==> config.mk <==
export PLATFORM = sky130hd
export DESIGN_NAME = encoder_volume_mute_control_core
export DESIGN_NICKNAME = d
export VERILOG_FILES = /design/src/rtl/evmc_pkg.sv /design/src/rtl/evmc_cfg_regs.sv /design/src/rtl/encoder_volume_mute_control_core.sv
export SDC_FILE = /design/constraint.sdc
export NUM_CORES = 1
export LEC_CHECK = 0
export BUFFER_PORTS_ARGS = -buffer_cell sky130_fd_sc_hd__buf_2
export CAP_MARGIN = 20
export CORE_MARGIN = 1.5
export CORE_UTILIZATION = 50
export DETAILED_ROUTE_END_ITERATION = 6
export PLACE_DENSITY = 0.66
export SYNTH_ARGS = -nofsm -noshare
export SYNTH_HDL_FRONTEND = slang
export SYNTH_SLANG_ARGS = --single-unit
export TNS_END_PERCENT = 10
==> constraint.sdc <==
create_clock -name clk -period 10.2 [get_ports clk]
set_clock_uncertainty 0.15 [all_clocks]
set_input_delay 3.06 -clock clk [delete_from_list [all_inputs] [get_ports clk]]
set_output_delay 3.06 -clock clk [all_outputs]
set_load 0.02 [all_outputs]
==> src/rtl/evmc_pkg.sv <==
`default_nettype none

package evmc_pkg;

	// Q7.8 volume, full scale is 100 percent
	localparam int unsigned VOLUME_FRAC_BITS = 8;
	localparam int unsigned VOLUME_W         = 15;
	localparam logic [VOLUME_W-1:0] VOLUME_MAX = VOLUME_W'(100 << VOLUME_FRAC_BITS);

	// configuration register widths
	localparam int unsigned STEP_W   = 15;
	localparam int unsigned TICKS_W  = 16;
	localparam int unsigned CFG_W    = 16;
	localparam int unsigned CFG_IDX_W = 3;

	// register indexes of the configuration port
	typedef enum logic [CFG_IDX_W-1:0] {
		CFG_OS_IS_MAC      = 3'd0,
		CFG_STEP_MAC       = 3'd1,
		CFG_STEP_WIN       = 3'd2,
		CFG_DEBOUNCE_TICKS = 3'd3,
		CFG_OVERLAY_TICKS  = 3'd4
	} cfg_index_t;

	// step event codes
	typedef enum logic [1:0] {
		STEP_NONE = 2'd0,
		STEP_UP   = 2'd1,
		STEP_DOWN = 2'd2
	} step_event_t;

	typedef struct packed {
		logic os_is_mac;
		logic [STEP_W-1:0]  step_mac;
		logic [STEP_W-1:0]  step_win;
		logic [TICKS_W-1:0] debounce_ticks;
		logic [TICKS_W-1:0] overlay_ticks;
	} cfg_t;

	typedef struct packed {
		logic clk_level;
		logic dt_level;
		logic switch_level;
	} sample_t;

	typedef struct packed {
		logic [VOLUME_W-1:0] volume_level;
		logic [1:0]          step_event;
		logic                mute_event;
		logic                muted_flag;
		logic                overlay_active;
	} result_t;

endpackage

`default_nettype wire

==> src/rtl/evmc_cfg_regs.sv <==
`default_nettype none

module evmc_cfg_regs (
	input  wire logic                           clk,
	input  wire logic                           arst_n,
	input  wire logic                           cfg_wr_en,
	input  wire logic [evmc_pkg::CFG_IDX_W-1:0] cfg_index,
	input  wire logic [evmc_pkg::CFG_W-1:0]     cfg_wdata,
	output evmc_pkg::cfg_t                      cfg
);
	import evmc_pkg::*;

	cfg_t cfg_q;

	// decode the index and store the write; unknown indexes are dropped
	always_ff @(posedge clk or negedge arst_n) begin
		if (!arst_n) begin
			cfg_q.os_is_mac      <= 1'b0;
			cfg_q.step_mac       <= STEP_W'(512);
			cfg_q.step_win       <= STEP_W'(512);
			cfg_q.debounce_ticks <= TICKS_W'(200);
			cfg_q.overlay_ticks  <= TICKS_W'(1000);
		end else if (cfg_wr_en) begin
			unique case (cfg_index)
				CFG_OS_IS_MAC:      cfg_q.os_is_mac      <= cfg_wdata[0];
				CFG_STEP_MAC:       cfg_q.step_mac       <= cfg_wdata[STEP_W-1:0];
				CFG_STEP_WIN:       cfg_q.step_win       <= cfg_wdata[STEP_W-1:0];
				CFG_DEBOUNCE_TICKS: cfg_q.debounce_ticks <= cfg_wdata[TICKS_W-1:0];
				CFG_OVERLAY_TICKS:  cfg_q.overlay_ticks  <= cfg_wdata[TICKS_W-1:0];
				default: ;
			endcase
		end
	end

	assign cfg = cfg_q;

endmodule

`default_nettype wire

==> src/rtl/encoder_volume_mute_control_core.sv <==
`default_nettype none

// channel  | valid         | stall         | payload
// ---------+---------------+---------------+-----------------------------
// sample   | sample_valid  | sample_stall  | sample (clk, dt, switch)
// result   | result_valid  | result_stall  | result (volume, events, flags)
// config   | cfg_wr_en     | none          | cfg_index, cfg_wdata
//
// One request per cycle while result_stall is low: a tick is registered at the
// input, then one pass of adder, clamp and counter logic updates the state and
// loads the result register, which raises result_valid.
// Reset clears the state and loads the default configuration; no sweep.
// A stalled result holds the result register; the input register still takes
// one more request, then sample_stall rises until the result is taken.

module encoder_volume_mute_control_core #(
	parameter int unsigned TIME_BITS = 16
) (
	input  wire logic                           clk,
	input  wire logic                           arst_n,
	input  wire logic                           sample_valid,
	output      logic                           sample_stall,
	input  wire evmc_pkg::sample_t              sample,
	output      logic                           result_valid,
	input  wire logic                           result_stall,
	output evmc_pkg::result_t                   result,
	input  wire logic                           cfg_wr_en,
	input  wire logic [evmc_pkg::CFG_IDX_W-1:0] cfg_index,
	input  wire logic [evmc_pkg::CFG_W-1:0]     cfg_wdata
);
	import evmc_pkg::*;

	localparam int unsigned CMP_W = (TIME_BITS > TICKS_W) ? TIME_BITS : TICKS_W;
	localparam logic [TIME_BITS-1:0] TIME_MAX = {TIME_BITS{1'b1}};

	cfg_t cfg;

	evmc_cfg_regs u_cfg_regs (
		.clk       (clk),
		.arst_n    (arst_n),
		.cfg_wr_en (cfg_wr_en),
		.cfg_index (cfg_index),
		.cfg_wdata (cfg_wdata),
		.cfg       (cfg)
	);

	// pipeline control
	logic    valid_s1, valid_s2;
	sample_t sample_s1;
	result_t result_s2;
	logic    adv_s2, load_s1;

	assign adv_s2       = valid_s1 && (!valid_s2 || !result_stall);
	assign load_s1      = !valid_s1 || adv_s2;
	assign sample_stall = !load_s1;

	// tick state
	logic                 last_clk_q, muted_q, held_q;
	logic [VOLUME_W-1:0]  volume_q;
	logic [TIME_BITS-1:0] since_q, overlay_q;

	logic                 pressed, step_hit, press_ok, restart;
	logic [STEP_W-1:0]    step;
	logic [VOLUME_W:0]    vol_sum;
	logic [VOLUME_W-1:0]  vol_up, vol_dn, vol_next;
	logic [TIME_BITS-1:0] since_inc, since_next, overlay_next;
	logic [1:0]           step_ev;
	logic                 muted_next, held_next;

	// one tick: counter, encoder step, switch, then overlay timer
	always_comb begin
		pressed   = !sample_s1.switch_level;
		since_inc = (since_q != TIME_MAX) ? since_q + 1'b1 : since_q;

		step    = cfg.os_is_mac ? cfg.step_mac : cfg.step_win;
		vol_sum = {1'b0, volume_q} + {1'b0, step};
		vol_up  = (vol_sum > {1'b0, VOLUME_MAX}) ? VOLUME_MAX : vol_sum[VOLUME_W-1:0];
		vol_dn  = (step >= volume_q) ? '0 : volume_q - step;

		step_hit = (sample_s1.clk_level != last_clk_q) && !muted_q;
		vol_next = volume_q;
		step_ev  = STEP_NONE;
		if (step_hit) begin
			if (sample_s1.dt_level != sample_s1.clk_level) begin
				vol_next = vol_up;
				step_ev  = STEP_UP;
			end else begin
				vol_next = vol_dn;
				step_ev  = STEP_DOWN;
			end
		end

		press_ok = pressed && !held_q &&
			(CMP_W'(since_inc) > CMP_W'(cfg.debounce_ticks));
		held_next = held_q;
		if (press_ok)
			held_next = 1'b1;
		else if (!pressed && held_q)
			held_next = 1'b0;
		since_next = press_ok ? '0 : since_inc;
		muted_next = muted_q ^ press_ok;

		restart = step_hit || press_ok;
		if (restart)
			overlay_next = TIME_BITS'(cfg.overlay_ticks);
		else if (overlay_q != '0)
			overlay_next = overlay_q - 1'b1;
		else
			overlay_next = overlay_q;
	end

	// advance the input register
	always_ff @(posedge clk or negedge arst_n) begin
		if (!arst_n)
			valid_s1 <= 1'b0;
		else if (load_s1)
			valid_s1 <= sample_valid;
	end

	always_ff @(posedge clk) begin
		if (load_s1 && sample_valid)
			sample_s1 <= sample;
	end

	// commit the tick and hold the result until taken
	always_ff @(posedge clk or negedge arst_n) begin
		if (!arst_n) begin
			valid_s2   <= 1'b0;
			last_clk_q <= 1'b1;
			volume_q   <= '0;
			muted_q    <= 1'b0;
			held_q     <= 1'b0;
			since_q    <= '0;
			overlay_q  <= '0;
		end else begin
			if (adv_s2) begin
				valid_s2   <= 1'b1;
				last_clk_q <= sample_s1.clk_level;
				volume_q   <= vol_next;
				muted_q    <= muted_next;
				held_q     <= held_next;
				since_q    <= since_next;
				overlay_q  <= overlay_next;
			end else if (!result_stall) begin
				valid_s2 <= 1'b0;
			end
		end
	end

	always_ff @(posedge clk) begin
		if (adv_s2) begin
			result_s2.volume_level   <= vol_next;
			result_s2.step_event     <= step_ev;
			result_s2.mute_event     <= press_ok;
			result_s2.muted_flag     <= muted_next;
			result_s2.overlay_active <= (overlay_next != '0);
		end
	end

	assign result_valid = valid_s2;
	assign result       = result_s2;

	// checks
	a_stall_needs_s1: assert property (@(posedge clk) disable iff (!arst_n)
		sample_stall |-> valid_s1 && valid_s2)
		else $error("input stalled with a free stage");

	a_volume_range: assert property (@(posedge clk) disable iff (!arst_n)
		valid_s2 |-> result_s2.volume_level <= VOLUME_MAX)
		else $error("volume above full scale");

	a_step_code: assert property (@(posedge clk) disable iff (!arst_n)
		valid_s2 |-> result_s2.step_event != 2'd3)
		else $error("invalid step event code");

	a_step_unmuted: assert property (@(posedge clk) disable iff (!arst_n)
		valid_s2 && result_s2.step_event != STEP_NONE && !result_s2.mute_event
		|-> !result_s2.muted_flag)
		else $error("step taken while muted");

	a_volume_tracks: assert property (@(posedge clk) disable iff (!arst_n)
		adv_s2 |=> result_s2.volume_level == volume_q)
		else $error("result volume differs from state");

endmodule

`default_nettype wire
# After elaboration in Yosys (flattened, before gate mapping)
# Cells that the tools add are included.
totals:
  romBits: 0
  wordCells: 77
  latchBits: 0
  mem_bits_rw: 0
  inputBits: 27
  reg_bits: 138
  memories: 0
classes:
  div: 0
  reduce_logical: 26
  shifts: 0
  multipliers: 0
  mux: 14
  bitwise_logic: 1
  n_lt_le_gt_ge: 3
  add_sub_neg: 4
  eq_ne: 8
op_table:
  columns: ["op", "count"]
  rows:
  - ["15-bit two-way mux", 5]
  - ["16-bit two-way mux", 4]
  - ["16-bit nonzero test", 2]
  - ["15-bit by 15-bit adder with 16-bit output", 1]
  - ["16-bit by 1-bit adder with 16-bit output, second input constant", 1]
  - ["16-bit by 15-bit greater-than comparator with 1-bit output, second input constant", 1]
  - ["16-bit greater-than comparator", 1]
  - ["16-bit inequality test, second input constant", 1]
  - ["16-bit by 1-bit subtractor with 16-bit output, second input constant", 1]
  - ["15-bit greater-or-equal comparator", 1]
  - ["15-bit subtractor", 1]
  - ["2-bit AND reduction", 6]
  - ["1-bit logical NOT", 7]
  - ["3-bit by 2-bit == test with 1-bit output, second input constant", 2]
  - ["1-bit logical AND", 6]
  - ["1-bit two-way mux", 4]
  - ["3-bit by 1-bit == test with 1-bit output, second input constant", 1]
  - ["3-bit == test, second input constant", 1]
  - ["3-bit logical NOT", 1]
  - ["1-bit logical OR", 3]
  - ["2-bit two-way mux", 1]
  - ["1-bit inequality test", 2]
  - ["2-bit by 1-bit inequality test with 1-bit output, second input constant", 1]
  - ["2-bit nonzero test", 1]
  - ["1-bit XOR", 1]

# Depth between registers and ports, before layout
depth:
  ltp_word: 7
  mapped_depth: 20
  depth_no_buf: 18

# Cells and area by module
# From an unflattened synthesis, not the netlist that was laid out.
unflattened:
  cells_unflattened: 905
  hier_area_um2: 8981.1
by_module_without_submodules:
  columns: ["module", "seq_area_each_um2", "area_each_um2", "instances", "cells_per_inst"]
  rows:
  - ["encoder_volume_mute_control_core", 1993.2, 6406.1, 1, 767]
  - ["evmc_cfg_regs", 1590.3, 2575.0, 1, 138]

# Worst setup path after synthesis
# Ideal clock, no wire load.
synth_timing:
  path_kind: "input to output"
  startpoint: "input port result_stall"
  endpoint: "output port sample_stall"
  setup_slack_ns: 3.681
  required_time_ns: 6.990
  cell_stages: 2
  n_path_buf: 0
  t_arrival_ns: 3.309
  cell_sequence: "nand3_1 inv_1"
synth_via:
  elab_chain_cells: 5
synth_rtl:
  columns: ["item", "line", "source"]
  rows:
  - ["start, declared", "encoder_volume_mute_control_core.sv:25", "input wire logic result_stall,"]
  - ["1-bit logical NOT", null, null]
  - ["1-bit logical OR", "encoder_volume_mute_control_core.sv:53", "assign adv_s2 = valid_s1 && (!valid_s2 || !result_stall);"]
  - ["1-bit logical AND", "encoder_volume_mute_control_core.sv:53", null]
  - ["1-bit logical OR", "encoder_volume_mute_control_core.sv:54", "assign load_s1 = !valid_s1 || adv_s2;"]
  - ["1-bit logical NOT", "encoder_volume_mute_control_core.sv:55", "assign sample_stall = !load_s1;"]
  - ["end, declared", "encoder_volume_mute_control_core.sv:22", "output logic sample_stall,"]
# No other way between the ends.

# Final worst setup path
# Ends and elaborated chain as after synthesis.

==> key figures <==
Worst setup path
  – Critical path data arrival time: 3.45 ns
  – Data required time at the worst endpoint: 6.99 ns
  – Startpoint kind of the worst setup timing path: primary input
  – Most common cell on crit path: sky130_fd_sc_hd__buf_2
  – Peak fanout along the critical path: 3
  – Class of the most critical setup path: in -> out
  – Critical-path top delay cell: sky130_fd_sc_hd__buf_2
  – Critical path, cell by cell: buf_2, nand3_1, inv_1, buf_2
  – Slowest Stage Delay on Critical Path: 0.15 ns
  – Element type at the critical path end: output pin
  – R2R cell count: 17

Detailed routing
  – Count of TritonRoute iterations in the first routing pass: 7
  – DRT Wirelength: 22700 µm
  – Drt via density: 5.99
  – Routed wire length per instance: 18.3 µm
  – Violation count after the first detailed-routing iteration: 478
  – DRC violations left: 4
  – Via count: 7429
  – Residual antenna-violating net count after detailed routing: 0

Place
  – Port Buffer Count: 48
  – Final weighted congestion in routability-driven placement: 0.876
  – Cell area after placement: 0.00948 mm²
  – Sum of net half-perimeters after detailed placement: 16100 µm

Synth
  – Synth Register Bits: 138
  – Number of enable-type register cells in the synthesized netlist: 23
  – Post-synthesis simple-gate area fraction: 17.9%
  – Synthesized area per cell: 9.48 µm²
  – Count of unique library cells instantiated by Yosys: 84
  – Post-synthesis sequential area ratio: 38.9%
  – Netlist area before placement: 0.00920 mm²
  – Proportion of netlist area held by the largest area contributor: 28.0%
  – Most common cell in the synthesized netlist: sky130_fd_sc_hd__dfrtp_1
  – Cell type with the highest aggregate area in the netlist: sky130_fd_sc_hd__dfrtp_1
  – Main synth FF type: sky130_fd_sc_hd__dfrtp_1
  – Gate count of the mapped netlist: 971
  – Warning count from the yosys run: 0
  – Parity-gate share of the synthesized area counting xor and xnor cells: 3.05%
  – Net count after synthesis: 1049
  – Multiplexer share of the synthesized area: 10.4%
  – Arithmetic-cell share of the synthesized area counting full adders, half adders and majority gates: 7.10%
  – Synth Area in Compound Gates: 17.0%
  – Async set or reset register ratio after synthesis: 83.3%
  – Largest family of logic cells by synthesized area: simple AND/OR/NAND/NOR gates
  – Synth top cells by count: sky130_fd_sc_hd__dfrtp_1 (103), sky130_fd_sc_hd__nand2_1 (97), sky130_fd_sc_hd__mux2_2 (69)
  – Top cells by area in the synthesized netlist: sky130_fd_sc_hd__dfrtp_1 (28%), sky130_fd_sc_hd__mux2_2 (8.4%), sky130_fd_sc_hd__edfxtp_1 (7.5%)

Finish
  – Share of post-route cells with drive strength above 1: 18.8%
  – Area growth, synth to finish: 9.04%
  – Antenna cells: 0
  – Fin area: 0.0100 mm²
  – Final nets: 1077

Floorplanning
  – Boundary Pins: 49
  – Effective utilization at floorplan: 51.1%
  – Overall die width: 139 µm
  – Die outline height: 139 µm
  – Floorplan row count: 49
  – Placeable core area: 0.0180 mm²
  – Floorplan die area: 0.0192 mm²

Hold path
  – Hold crit path type: reg -> reg
  – Worst hold path stage count: 2

Outcome
  – Outcome: finished, violations left
  – Violations in the final reports: DRC

Clock network
  – Largest buffer count on any clock path: 2
  – Register clock-pin slew on the reported worst setup and hold paths: 0.06 ns
  – Number of buffers added by the clock tree synthesis step: 17
  – Post-cts gate resize count: 0
  – Setup repair bufs after CTS: 0
  – Root cell of the clock tree: sky130_fd_sc_hd__clkbuf_16
  – Count of H-tree levels built during CTS: 4
  – Worst skew pair latency: 0.43 ns
  – Hold Buf Count CTS: 0
  – CTS sink cnt: 138
  – Clock tree from TritonCTS: yes

STA
  – Hold WS: 0.320 ns
  – Final setup TNS: 0 ns
  – Number of hold violations in the final report: 0
  – Highest achievable clock rate: 150 MHz
  – Final Cycle Share: 65.3%
  – Measured slew at the worst slew-check pin: 1.02 ns
  – Final max-slew violation count: 0
  – Max-Slew Margin vs Limit: 32.1%
  – Setup-failing EPs final: 0
  – Min cycle time layout: 6.66 ns
  – Unrepaired setup endpoints after global routing: no

GRT
  – Total global routing track utilization: 24.4%
  – Vias in the first global route: 7151
  – Overall overflow remaining after global route: 0
  – Antenna violations before repair: 0
  – Pin count of the biggest net entering global routing: 69
  – First-pass GRT wire length: 37200 µm

Power
  – Static leakage power: 4.37 nW
  – Worst vdd rail ir drop: 0.000326 V
  – P per Cell Area: 309 mW/mm²

Run
  – Max-capacitance violation count: 0
[worst paths after layout]
path / start / endpoint / slack [ns]
worst min-delay path: last_clk_q / last_clk_q / 0.32
worst max register to register: since_q[7] / result[0] / 4.21
max in group asynchronous: arst_n / u_cfg_regs.cfg[40] / 6.11
worst max-delay path: result_stall / sample_stall / 3.54
min in group asynchronous: arst_n / volume_q[13] / 2.63
worst min register to register: last_clk_q / last_clk_q / 0.32
[power breakdown]
group	switching (mW)	internal (mW)
clock	0.250	0.340
combinational	0.990	0.632
sequential	0.144	0.744
total	1.38	1.72
[metrics by stage]
step	utilization (%)	worst slack (ns)	cells	power, mW
6_report	55.7	3.54	1241	3.10
5_1_grt	55.7	3.47	1241	3.33
4_1_cts	55.7	3.53	1241	3.09
3_5_place_dp	52.6	3.53	1209	2.49
3_3_place_gp	52.6	3.53	1209	2.46
2_1_floorplan	-	3.68	971	2.19
[sequential cells by signal (all words and copies together), names as in the netlist]
signal,flops
volume_q,15
u_cfg_regs.cfg,63
valid_s1,1
sample_s1,3
since_q,16
muted_q,1
last_clk_q,1
result,20
overlay_q,16
result_valid,1
held_q,1
[routing by layer]
layer / track usage (%) / vias to the layer above / part of all wire [%]
met2: 41.6 / 170 / 49
met1: 31.3 / 3639 / 44
met5: 0 / - / 0
li1: - / 3580 / -
met3: 4.94 / 40 / 4.3
met4: 7.95 / 0 / 2.4
[cell usage in the layout, fill, tap and decap left out, types with 21 or more instances in the layout]
cell / instances
sky130_fd_sc_hd__dfrtp_1: 103
sky130_fd_sc_hd__nand3_1: 31
sky130_fd_sc_hd__edfxtp_1: 23
sky130_fd_sc_hd__nand2_1: 97
sky130_fd_sc_hd__nor3_1: 25
sky130_fd_sc_hd__buf_2: 47
sky130_fd_sc_hd__a21oi_1: 60
sky130_fd_sc_hd__mux2_2: 69
sky130_fd_sc_hd__nor2_1: 67
sky130_fd_sc_hd__o21ai_0: 46
sky130_fd_sc_hd__xnor2_1: 21
sky130_fd_sc_hd__inv_1: 53
sky130_fd_sc_hd__ha_1: 49
[worst max-delay path, delay by kind of cell]
kind          cells  cell delay (ns)
simple gates      1             0.10
buf+inv           3             0.29
[layout make-up]
class,count,area [µm²]
fillers,1654,7990
multi-input cells,731,5100
flip-flops and latches,138,3580
clock buffers,21,440
repair buffers,56,303
well taps,229,287
inverters,55,206
clock inverters,11,113
[logic make-up after synthesis]
kind of cell	count (synthesis)
fa+ha+maj	51
xor+xnor	32
buf+inv	102
flops	138
simple gates	329
mux	87
compound gates	232
Note: power is estimated with default switching activity, not from simulation.
